`src/rtl/sha256_pkg.sv`:
```
// Constants and helper functions shared by the SHA-256 engine.
package sha256_pkg;

  localparam int unsigned WordW = 32;

  typedef logic [31:0] word_t;

  typedef enum logic [1:0] {
    W_DATA   = 2'd0,
    W_LEN_HI = 2'd1,
    W_LEN_LO = 2'd2,
    W_PAD    = 2'd3
  } wsrc_t;

  function automatic word_t round_k(input logic [5:0] t);
    word_t k;
    case (t)
      6'd0:  k = 32'h428a2f98; 6'd1:  k = 32'h71374491; 6'd2:  k = 32'hb5c0fbcf;
      6'd3:  k = 32'he9b5dba5; 6'd4:  k = 32'h3956c25b; 6'd5:  k = 32'h59f111f1;
      6'd6:  k = 32'h923f82a4; 6'd7:  k = 32'hab1c5ed5; 6'd8:  k = 32'hd807aa98;
      6'd9:  k = 32'h12835b01; 6'd10: k = 32'h243185be; 6'd11: k = 32'h550c7dc3;
      6'd12: k = 32'h72be5d74; 6'd13: k = 32'h80deb1fe; 6'd14: k = 32'h9bdc06a7;
      6'd15: k = 32'hc19bf174; 6'd16: k = 32'he49b69c1; 6'd17: k = 32'hefbe4786;
      6'd18: k = 32'h0fc19dc6; 6'd19: k = 32'h240ca1cc; 6'd20: k = 32'h2de92c6f;
      6'd21: k = 32'h4a7484aa; 6'd22: k = 32'h5cb0a9dc; 6'd23: k = 32'h76f988da;
      6'd24: k = 32'h983e5152; 6'd25: k = 32'ha831c66d; 6'd26: k = 32'hb00327c8;
      6'd27: k = 32'hbf597fc7; 6'd28: k = 32'hc6e00bf3; 6'd29: k = 32'hd5a79147;
      6'd30: k = 32'h06ca6351; 6'd31: k = 32'h14292967; 6'd32: k = 32'h27b70a85;
      6'd33: k = 32'h2e1b2138; 6'd34: k = 32'h4d2c6dfc; 6'd35: k = 32'h53380d13;
      6'd36: k = 32'h650a7354; 6'd37: k = 32'h766a0abb; 6'd38: k = 32'h81c2c92e;
      6'd39: k = 32'h92722c85; 6'd40: k = 32'ha2bfe8a1; 6'd41: k = 32'ha81a664b;
      6'd42: k = 32'hc24b8b70; 6'd43: k = 32'hc76c51a3; 6'd44: k = 32'hd192e819;
      6'd45: k = 32'hd6990624; 6'd46: k = 32'hf40e3585; 6'd47: k = 32'h106aa070;
      6'd48: k = 32'h19a4c116; 6'd49: k = 32'h1e376c08; 6'd50: k = 32'h2748774c;
      6'd51: k = 32'h34b0bcb5; 6'd52: k = 32'h391c0cb3; 6'd53: k = 32'h4ed8aa4a;
      6'd54: k = 32'h5b9cca4f; 6'd55: k = 32'h682e6ff3; 6'd56: k = 32'h748f82ee;
      6'd57: k = 32'h78a5636f; 6'd58: k = 32'h84c87814; 6'd59: k = 32'h8cc70208;
      6'd60: k = 32'h90befffa; 6'd61: k = 32'ha4506ceb; 6'd62: k = 32'hbef9a3f7;
      default: k = 32'hc67178f2;
    endcase
    return k;
  endfunction

  function automatic word_t init_h(input logic [2:0] i);
    word_t h;
    case (i)
      3'd0: h = 32'h6a09e667; 3'd1: h = 32'hbb67ae85;
      3'd2: h = 32'h3c6ef372; 3'd3: h = 32'ha54ff53a;
      3'd4: h = 32'h510e527f; 3'd5: h = 32'h9b05688c;
      3'd6: h = 32'h1f83d9ab; default: h = 32'h5be0cd19;
    endcase
    return h;
  endfunction

  function automatic word_t rotr(input word_t x, input int unsigned n);
    return (x >> n) | (x << (WordW - n));
  endfunction

endpackage

```
`src/rtl/sha256_round.sv`:
```
// One SHA-256 compression round on the working variables.
module sha256_round (
  input  logic [7:0][31:0] vin,
  input  logic [31:0]      w,
  input  logic [31:0]      k,
  output logic [7:0][31:0] vout
);
  import sha256_pkg::*;

  word_t s0, s1, ch, maj, t1, t2;

  always_comb begin
    s1  = rotr(vin[4], 6) ^ rotr(vin[4], 11) ^ rotr(vin[4], 25);
    ch  = (vin[4] & vin[5]) ^ (~vin[4] & vin[6]);
    t1  = vin[7] + s1 + ch + k + w;
    s0  = rotr(vin[0], 2) ^ rotr(vin[0], 13) ^ rotr(vin[0], 22);
    maj = (vin[0] & vin[1]) ^ (vin[0] & vin[2]) ^ (vin[1] & vin[2]);
    t2  = s0 + maj;
    vout[7] = vin[6];
    vout[6] = vin[5];
    vout[5] = vin[4];
    vout[4] = vin[3] + t1;
    vout[3] = vin[2];
    vout[2] = vin[1];
    vout[1] = vin[0];
    vout[0] = t1 + t2;
  end
endmodule

```
`src/rtl/sha256_hash_engine_unit.sv`:
```
// SHA-256 engine top level: word intake, padding, schedule memory, rounds and digest output.
// Every intake word is written to the schedule memory, and the sixteenth of a block starts a
// compression of 64 rounds on the single-read-port schedule memory. Each of the first sixteen
// rounds reads w[t], waits, then runs the round. Each later round reads w[t-2], w[t-7],
// w[t-15] and w[t-16], waits while the new schedule word forms, then runs the round with the
// write back. The S_ADD state then adds the working variables into the hash words. A final
// word adds the padding words one per cycle, one or two compressions, and eight digest
// transfers. The hash words are reset to the initial values by a flip-flop array at reset
// and after each digest.
module sha256_hash_engine_unit (
  input  logic        clk,
  input  logic        rst,
  input  logic        s_tvalid,
  output logic        s_tready,
  input  logic [31:0] s_tdata,   // data_word[31:0]
  input  logic [2:0]  s_tuser,   // valid_bytes[2:0]
  input  logic        s_tlast,   // final_word
  output logic        m_tvalid,
  input  logic        m_tready,
  output logic [31:0] m_tdata,   // digest_word[31:0]
  output logic [2:0]  m_tuser,   // word_index[2:0]
  output logic        m_tlast    // last_of_digest
);
  import sha256_pkg::*;

  typedef enum logic [2:0] {
    S_IDLE, S_PAD, S_READ, S_WAIT, S_ROUND, S_ADD, S_OUT
  } state_t;

  state_t state;
  logic [31:0] wmem [16];
  logic [31:0] rdata;
  logic [3:0]  raddr;
  logic        ren;
  logic [3:0]  waddr;
  logic [31:0] wdata;
  logic        wen;

  logic [7:0][31:0] hv;
  logic [7:0][31:0] rv;
  logic [7:0][31:0] rv_next;
  logic [63:0] bit_len;
  logic [3:0]  fill;
  logic [5:0]  t;
  logic [1:0]  ph;
  logic [31:0] w2, w7, w15;
  logic [31:0] w_round;
  logic        fin;
  logic        pad_done;
  logic        len_hi_done;
  logic [2:0]  oidx;
  logic [31:0] w_new, w_use, g0, g1;
  logic [2:0]  nb;
  logic [31:0] keep, mark;

  always_ff @(posedge clk) begin
    if (ren) rdata <= wmem[raddr];
    if (wen) wmem[waddr] <= wdata;
  end

  always_comb begin
    g1 = rotr(w2, 17) ^ rotr(w2, 19) ^ (w2 >> 10);
    g0 = rotr(w15, 7) ^ rotr(w15, 18) ^ (w15 >> 3);
    w_new = g1 + w7 + g0 + rdata;
    w_use = (t < 6'd16) ? rdata : w_new;
  end

  sha256_round u_round (.vin(rv), .w(w_round), .k(round_k(t)), .vout(rv_next));

  always_comb begin
    nb = (s_tuser > 3'd4) ? 3'd4 : s_tuser;
    case (nb[1:0])
      2'd0: begin keep = 32'h0; mark = 32'h80000000; end
      2'd1: begin keep = 32'hff000000; mark = 32'h00800000; end
      2'd2: begin keep = 32'hffff0000; mark = 32'h00008000; end
      default: begin keep = 32'hffffff00; mark = 32'h00000080; end
    endcase
  end

  // memory port: one read address per cycle
  always_comb begin
    ren = 1'b0; raddr = t[3:0];
    wen = 1'b0; waddr = fill; wdata = 32'h0;
    case (state)
      S_IDLE: begin
        if (s_tvalid) begin
          wen = 1'b1;
          if (!s_tlast || nb == 3'd4) wdata = s_tdata;
          else wdata = (s_tdata & keep) | mark;
        end
      end
      S_PAD: begin
        wen = 1'b1;
        if (!pad_done) wdata = 32'h80000000;
        else if (fill == 4'd14) wdata = bit_len[63:32];
        else if (fill == 4'd15 && len_hi_done) wdata = bit_len[31:0];
        else wdata = 32'h0;
      end
      S_READ: begin
        ren = 1'b1;
        case (ph)
          2'd0: raddr = t[3:0] - 4'd2;
          2'd1: raddr = t[3:0] - 4'd7;
          2'd2: raddr = t[3:0] - 4'd15;
          default: raddr = t[3:0];
        endcase
      end
      S_ROUND: begin
        wen = (t >= 6'd16); waddr = t[3:0]; wdata = w_round;
      end
      default: ;
    endcase
  end

  assign s_tready = (state == S_IDLE);
  assign m_tvalid = (state == S_OUT);
  assign m_tdata  = hv[oidx];
  assign m_tuser  = oidx;
  assign m_tlast  = (oidx == 3'd7);

  always_ff @(posedge clk) begin
    if (rst) begin
      state <= S_IDLE;
      for (int i = 0; i < 8; i++) hv[i] <= init_h(3'(i));
      bit_len <= 64'h0; fill <= 4'h0; t <= 6'h0; ph <= 2'h0;
      fin <= 1'b0; pad_done <= 1'b0; len_hi_done <= 1'b0; oidx <= 3'h0;
    end else begin
      case (state)
        S_IDLE: begin
          if (s_tvalid) begin
            fill <= fill + 4'd1;
            if (!s_tlast) begin
              bit_len <= bit_len + 64'd32;
              fin <= 1'b0;
            end else begin
              bit_len <= bit_len + {58'h0, nb, 3'h0};
              fin <= 1'b1;
              pad_done <= (nb != 3'd4);
              len_hi_done <= 1'b0;
            end
            if (fill == 4'd15) begin
              state <= S_READ; t <= 6'h0; ph <= 2'd3; rv <= hv;
            end else if (s_tlast) state <= S_PAD;
          end
        end
        S_PAD: begin
          fill <= fill + 4'd1;
          pad_done <= 1'b1;
          if (pad_done && fill == 4'd14) len_hi_done <= 1'b1;
          if (fill == 4'd15) begin
            state <= S_READ; t <= 6'h0; ph <= 2'd3; rv <= hv;
          end
        end
        S_READ: begin
          case (ph)
            2'd0: ph <= 2'd1;
            2'd1: begin w2 <= rdata; ph <= 2'd2; end
            2'd2: begin w7 <= rdata; ph <= 2'd3; end
            default: begin
              if (t >= 6'd16) w15 <= rdata;
              state <= S_WAIT;
            end
          endcase
        end
        S_WAIT: begin
          w_round <= w_use;
          state <= S_ROUND;
        end
        S_ROUND: begin
          rv <= rv_next;
          t <= t + 6'd1;
          ph <= (t + 6'd1 >= 6'd16) ? 2'd0 : 2'd3;
          state <= (t == 6'd63) ? S_ADD : S_READ;
        end
        S_ADD: begin
          for (int i = 0; i < 8; i++) hv[i] <= hv[i] + rv[i];
          if (!fin) state <= S_IDLE;
          else if (len_hi_done) begin state <= S_OUT; oidx <= 3'h0; end
          else state <= S_PAD;
        end
        S_OUT: begin
          if (m_tready) begin
            oidx <= oidx + 3'd1;
            if (oidx == 3'd7) begin
              state <= S_IDLE;
              for (int i = 0; i < 8; i++) hv[i] <= init_h(3'(i));
              bit_len <= 64'h0; fill <= 4'h0; fin <= 1'b0;
            end
          end
        end
        default: state <= S_IDLE;
      endcase
    end
  end

  // read data is registered and lands in the cycle after its address: w[t-2] in phase 1,
  // w[t-7] in phase 2, w[t-15] in phase 3 and w[t-16] (or w[t]) in the wait cycle.

  a_ready_out: assert property (@(posedge clk) disable iff (rst)
    !(s_tready && m_tvalid)) else $error("intake open while digest pending");
  a_out_fill: assert property (@(posedge clk) disable iff (rst)
    m_tvalid |-> fill == 4'h0) else $error("digest with partial block");
  a_last_done: assert property (@(posedge clk) disable iff (rst)
    (m_tvalid && m_tready && m_tlast) |=> s_tready) else $error("no return to intake");
endmodule
```
`config.mk`:
```
export PLATFORM = sky130hd
export DESIGN_NAME = sha256_hash_engine_unit
export DESIGN_NICKNAME = d
export VERILOG_FILES = /design/src/rtl/sha256_pkg.sv /design/src/rtl/sha256_round.sv /design/src/rtl/sha256_hash_engine_unit.sv
export SDC_FILE = /design/constraint.sdc
export NUM_CORES = 2
export LEC_CHECK = 0
export BUFFER_PORTS_ARGS = -buffer_cell sky130_fd_sc_hd__buf_4
export CAP_MARGIN = 25
export CELL_PAD_IN_SITES_DETAIL_PLACEMENT = 1
export CELL_PAD_IN_SITES_GLOBAL_PLACEMENT = 2
export CORE_MARGIN = 3
export CORE_UTILIZATION = 46
export DETAILED_ROUTE_END_ITERATION = 10
export PLACE_DENSITY_LB_ADDON = 0.1
export SETUP_SLACK_MARGIN = 0.1
export SYNTH_ARGS = -nofsm -noshare
export SYNTH_HDL_FRONTEND = slang
export SYNTH_SLANG_ARGS = --single-unit
export TNS_END_PERCENT = 20
```
`constraint.sdc`:
```
create_clock -name clk -period 19.92 [get_ports clk]
set_clock_uncertainty 0.15 [all_clocks]
set_input_delay 0 -clock clk [delete_from_list [all_inputs] [get_ports clk]]
set_output_delay 0 -clock clk [all_outputs]
set_load 0.01 [all_outputs]
```
=== After elaboration in Yosys (flattened, before gate mapping) ===
Memory sizes are Yosys's and may differ from the RTL's. A register that Yosys moved wholly into a read port is not among the register bits.
Cells that the tools add are included.

* Register bits: 725
* Bits in writable memories: 512
* Memory bits (read-only): 2,048
* Output and inout port bits: 38
* Memories: 2

* Add/subtract/negate cells: 26
* Order comparisons: 5
* Equal/unequal tests: 27
* Muxes and demuxes: 72
* Bitwise operators: 31
* Reductions and logical operators: 28

{| class="wikitable"
|+ Memories
! memory !! words !! bits a word !! rd ports !! clocked after memory_dff !! write ports !! RTL line !! RTL
|-
| (name not given) || 64 || 32 || 1 || 1 || 0 || sha256_pkg.sv:17 || <nowiki>case (t)</nowiki>
|-
| wmem || 16 || 32 || 1 || 1 || 1 || sha256_hash_engine_unit.sv:31 || <nowiki>logic [31:0] wmem [16];</nowiki>
|}

{| class="wikitable"
|+ Operators by type and width
! kind !! count
|-
| $mux 256 || 4
|-
| $pmux 256 s3 || 1
|-
| $add 32x32->32 || 18
|-
| $pmux 256 s2 || 1
|-
| $pmux 32 s3 || 3
|-
| $xor 32x32->32 || 9
|-
| $mux 64 || 4
|-
| $mux 32 || 7
|-
| $and 32x32->32 || 6
|-
| $pmux 64 s2 || 1
|-
| $bmux 32 s3 || 1
|-
| $add 64x6->64 || 1
|-
| $add 64x6->64 const B || 1
|-
| $mux 3 || 14
|-
| $not 32->32 || 1
|-
| $or 10x32->32 || 1
|-
| $or 13x32->32 || 1
|-
| $or 14x32->32 || 1
|-
| $or 15x32->32 || 1
|-
| $or 19x32->32 || 1
|-
| $or 21x32->32 || 1
|-
| $or 25x32->32 || 1
|-
| $or 26x32->32 || 1
|-
| $or 30x32->32 || 1
|-
| 52 further kinds || 108
|}

=== Depth between registers and ports, before layout ===
* Depth in word-level cells: 9
* Depth in mapped cells: 32
* Mapped depth without buffers: 31

=== By module ===
From an unflattened synthesis, not the netlist that was laid out.

* Cells, all modules: 8,349
* Area, all modules: 82,585.5 sq um

{| class="wikitable"
|+ Modules (own cells, without submodules)
! module !! times used !! cells each !! area each (sq um)
|-
| sha256_hash_engine_unit || 1 || 6,945 || 71,270.9
|-
| sha256_round || 1 || 1,404 || 11,314.6
|}

=== Worst setup path after synthesis ===
OpenSTA, ideal clock, no wires.

* Path kind: flip-flop to flip-flop
* Start point: register, netlist name fill[0]
* End point: register rv[0] (netlist bit) (enable)
* Setup time: 879 ps
* Arrival time: 11,868 ps
* Required time: 18,891 ps
* Setup slack: 7,023 ps
* Cell stages (with the launch flop): 6
* Period minus slack after synthesis: 12,897 ps
* Cell sequence: dfxtp_1 ha_1 nand3_1 o31ai_1 nand2_1 nor2_1

{| class="wikitable"
|+ RTL lines
! item !! RTL line !! RTL
|-
| to (signal assigned) || sha256_hash_engine_unit.sv:170 || <nowiki>rv <= rv_next;</nowiki>
|-
| to (decl) || sha256_hash_engine_unit.sv:40 || <nowiki>logic [7:0][31:0] rv;</nowiki>
|}

=== Final worst setup path ===
* Start point: register rv[128] (netlist bit)
* End point: register rv[30] (netlist bit), data pin

* Longest elaborated chain between the ends: 9
* Elaborated cells on any way between the ends: 15
* Classes of those cells: add/sub: 5; mux: 1; bitwise: 9

{| class="wikitable"
|+ Ends and longest elaborated chain
! item !! RTL line !! RTL
|-
| $or 21x32->32 / $or 26x32->32 (equally long branches) || sha256_pkg.sv:56 || <nowiki>return (x >> n) | (x << (WordW - n));</nowiki>
|-
| $xor 32x32->32 (2 in a row) || sha256_round.sv:13 || <nowiki>s1 = rotr(vin[4], 6) ^ rotr(vin[4], 11) ^ rotr(vin[4], 25);</nowiki>
|-
| $add 32x32->32 || sha256_round.sv:15 || <nowiki>t1 = vin[7] + s1 + ch + k + w;</nowiki>
|-
| $add 32x32->32 * (3 in a row) || sha256_round.sv:15 ||
|-
| $add 32x32->32 * || sha256_round.sv:26 || <nowiki>vout[0] = t1 + t2;</nowiki>
|-
| $pmux 256 s3 * || sha256_hash_engine_unit.sv:128 || <nowiki>case (state)</nowiki>
|}

Every way passes the cells marked *; elsewhere a longest branch is shown, timed or not.
A chain may end at the register's enable or synchronous reset.

==> run summary <==
Worst path slowest cell = edfxtp_1
setup bufs post-CTS = 0
crit path launch type = register
post-route setup TNS = 0 ps
worst-path fanout max = 6
clk_lat worst skew = 830 ps
CTS tree = built
share of cells above drive strength 1 = 7.50%
Period Utilization, post-route = 42.3%
CP dominant cell by count = fa_1
most frequent cells in the layout = 1027 x nand2_1, 928 x edfxtp_1, 622 x a21oi_1
RSZ-0062 raised after global routing = no
Max clock buf depth = 3
critical path type = reg -> reg
Synth top area share = 34.7%
port bufs = 77
FILL cells = 18900
first drt pass iteration count = 10
Synth Register Bits = 1298
Combinational Power Share = 28.7%
endpoints failing hold = 0
synth warn = 0
Clock Root Buffer = clkbuf_16
hold path endpoint = bit_len[3]$_SDFFE_PP0P_
vias per cell = 6.10
Clk pwr share = 33.7%
Congestion Overflow GR = 0
die area = 180000 um2
initial antenna violation count = 15
FP Rows = 152
DPL Wire Length = 209000 um
commonest non-fill, non-tap cell in the layout = nand2_1
element type at the critical path end = register
routability cong. = 0.925
async set-reset flop share out of synthesis = 0%
first-pass GRT wire length = 433000 um
Mapped Area = 80300 um2
die height = 424 um
synth top area cells = edfxtp_1 35%, dfxtp_1 9.2%, ha_1 6.3%, fa_1 4.9%, nand2_1 4.8%
Required @ worst endpoint = 20290 ps
IO Count = 78
post-synth cell types = 111
RR Startpoint = rv[128]$_DFFE_PP_
Synth area leader = edfxtp_1
max incr delay on CP = 630 ps
Avg Inst Size Synth = 10.0 um2
Critical Path AT = 8790 ps
Syn-to-layout area delta = 10.5%
Mapped Cells = 8009
largest net degree at the start of global routing = 169
Post-Route WL = 294000 um
peak supply drop = 94.7 uV
Max Fclk = 119 MHz
Max Cap Viol = 0
r2r worst-path depth = 31
register area share after synthesis = 43.9%
Detail Route Antenna Nets = 0
fin crit period = 8420 ps
worst min path class = in -> reg
EDFF count, synth = 928
P_leak = 35.0 nW
wire per inst = 28.3 um
max-slew violations = 0
vias in the first global route = 65000
switch share = 34.3%
Pint = 5.58 mW
worst hold stages = 6
drt drc = 0
top_reg_cell synth = edfxtp_1
Worst slew margin = 25.3%
GRT Util Overall = 32.1%
Synthesized Nets = 8649
pwr dens = 95.7 nW/um2
Min Hold Slack = 151 ps
Nets = 8602
Switch Pwr = 2.91 mW
Clock H-tree levels = 4
Initial Utilization = 46.5%
clock-pin transition on the worst setup and hold timing paths = 60 ps
R2R Path End = rv[30]$_DFFE_PP_
outcome = completed
R2R Setup Slk = 11500 ps
Worst-Margin Slew = 1110 ps
clock sinks = 1298
drt first-iter violations = 6528
total vias in the final route = 63500
Num CTS Buffers = 152
DIE WIDTH = 424 um
Hold Crit Start = s_tlast
power share of the sequential group = 37.6%
core area = 173000 um2
setup violators final = 0
cells by family (layout without fill, tap and decap cells):
family	after synthesis	in the layout	synth area share, %
adder cells (fa/ha/maj)	625	625	11.5
XOR/XNOR	618	618	6.74
other	0	3	0
flip-flops	1298	1298	43.9
AO/OA/AOI/OAI	2045	2045	16.4
buffers and inverters	899	982	4.34
AND/OR/NAND/NOR	2254	2254	12.7
multiplexers	270	270	4.43
worst max-delay path by stage:
stage,startpoint,to,slack [ps],cells after the start
after floorplan,fill[0]$_SDFFE_PP0P_,rv[0]$_DFFE_PP_,7020,5
after global placement,rv[128]$_DFFE_PP_,rv[30]$_DFFE_PP_,11180,30
after detailed placement,rv[128]$_DFFE_PP_,rv[30]$_DFFE_PP_,11710,31
after CTS,rv[128]$_DFFE_PP_,rv[30]$_DFFE_PP_,11640,31
after global routing,rv[128]$_DFFE_PP_,rv[24]$_DFFE_PP_,10910,32
final,rv[128]$_DFFE_PP_,rv[30]$_DFFE_PP_,11500,31
sequential cells by signal (all words and copies together) (netlist names):
register / count
u_round.k: 32
w7: 32
bit_len: 61
ph: 2
w_round: 32
hv: 256
rdata: 32
fin: 1
fill: 4
len_hi_done: 1
m_tuser: 3
pad_done: 1
w2: 32
wmem: 512
state: 3
t: 6
rv: 256
w15: 32
stage by stage:
step                      cell area, um2  worst slack (ps)  instances  util [%]  total power [mW]
after floorplan                    80300              7020       8009         -              4.79
after global placement             83100             11180      10100      48.1              5.52
after detailed placement           83200             11710      10100      48.2              5.60
after CTS                          88700             11640      10400      51.3              8.48
after global routing               88800             10910      10400      51.4              8.87
final                              88800             11500      10400      51.4              8.49
Yosys cell counts, types with 12 or more instances:
| master | count |
|---|---|
| nand2_1 | 1030 |
| edfxtp_1 | 928 |
| a21oi_1 | 623 |
| nor2_1 | 488 |
| inv_1 | 462 |
| ha_1 | 404 |
| xnor2_1 | 381 |
| dfxtp_1 | 370 |
| o21ai_0 | 354 |
| clkbuf_1 | 340 |
| a211oi_1 | 265 |
| xor2_1 | 237 |
| fa_1 | 196 |
| a21o_1 | 183 |
| nor2b_1 | 178 |
| mux2i_1 | 164 |
| nand2b_1 | 140 |
| nand3_1 | 118 |
| o22ai_1 | 86 |
| nor3_1 | 80 |
| a22oi_1 | 64 |
| mux4_2 | 64 |
| o21bai_1 | 56 |
| and3_1 | 53 |
| buf_2 | 48 |
| a31oi_1 | 45 |
| o21a_1 | 43 |
| mux2_2 | 42 |
| o211ai_1 | 39 |
| nand4_1 | 36 |
| or3_1 | 34 |
| buf_1 | 32 |
| a222oi_1 | 31 |
| o31ai_1 | 31 |
| maj3_1 | 25 |
| a21boi_0 | 21 |
| o21ai_1 | 21 |
| a211o_1 | 18 |
| and2_1 | 17 |
| a221oi_1 | 14 |
| o311ai_0 | 14 |
| nor3b_1 | 12 |
critical path: cells and delay by family, from the launching register on:
| kind | cells | cell delay [ps] |
|---|---|---|
| fa+ha+maj | 7 | 2830 |
| buf+inv | 3 | 400 |
| compound gates | 13 | 2740 |
| mux | 1 | 420 |
| xor+xnor | 2 | 370 |
| simple gates | 5 | 590 |
| flops | 1 | 630 |
power by group through the flow:
stage               combinational, mW  sequential, mW  clock (mW)
floorplan                        1.59            3.20           0
global placement                 2.28            3.24           0
detailed placement               2.35            3.25           0
CTS                              2.39            3.19        2.90
global route                     2.66            3.20        3.00
finish                           2.44            3.20        2.86
metal layers:
metal	up-vias	global-route usage [%]	share of wire, %
met2	2068	49.6	45
met1	32400	46.4	45
met3	406	4.71	6.6
met5	-	0	0.0092
met4	4	10.4	3.2
li1	28600	-	-
repair_timing:
item	CTS	global route
endpoints found under the hold margin	610	0
hold buffers	47	0
gates resized for setup	0	0
final cells by class:
type / instances / area [um2] / area share, %
diodes: 3 / 7.51 / 0.00845
clock buffers: 222 / 4290 / 4.83
clock inverters: 62 / 738 / 0.831
inverters: 467 / 1750 / 1.97
multi-input cells: 5812 / 41900 / 47.2
flip-flops and latches: 1298 / 35300 / 39.7
well taps: 2310 / 2890 / 3.26
repair buffers: 231 / 1960 / 2.21
Power figures use the tool's default switching activity.
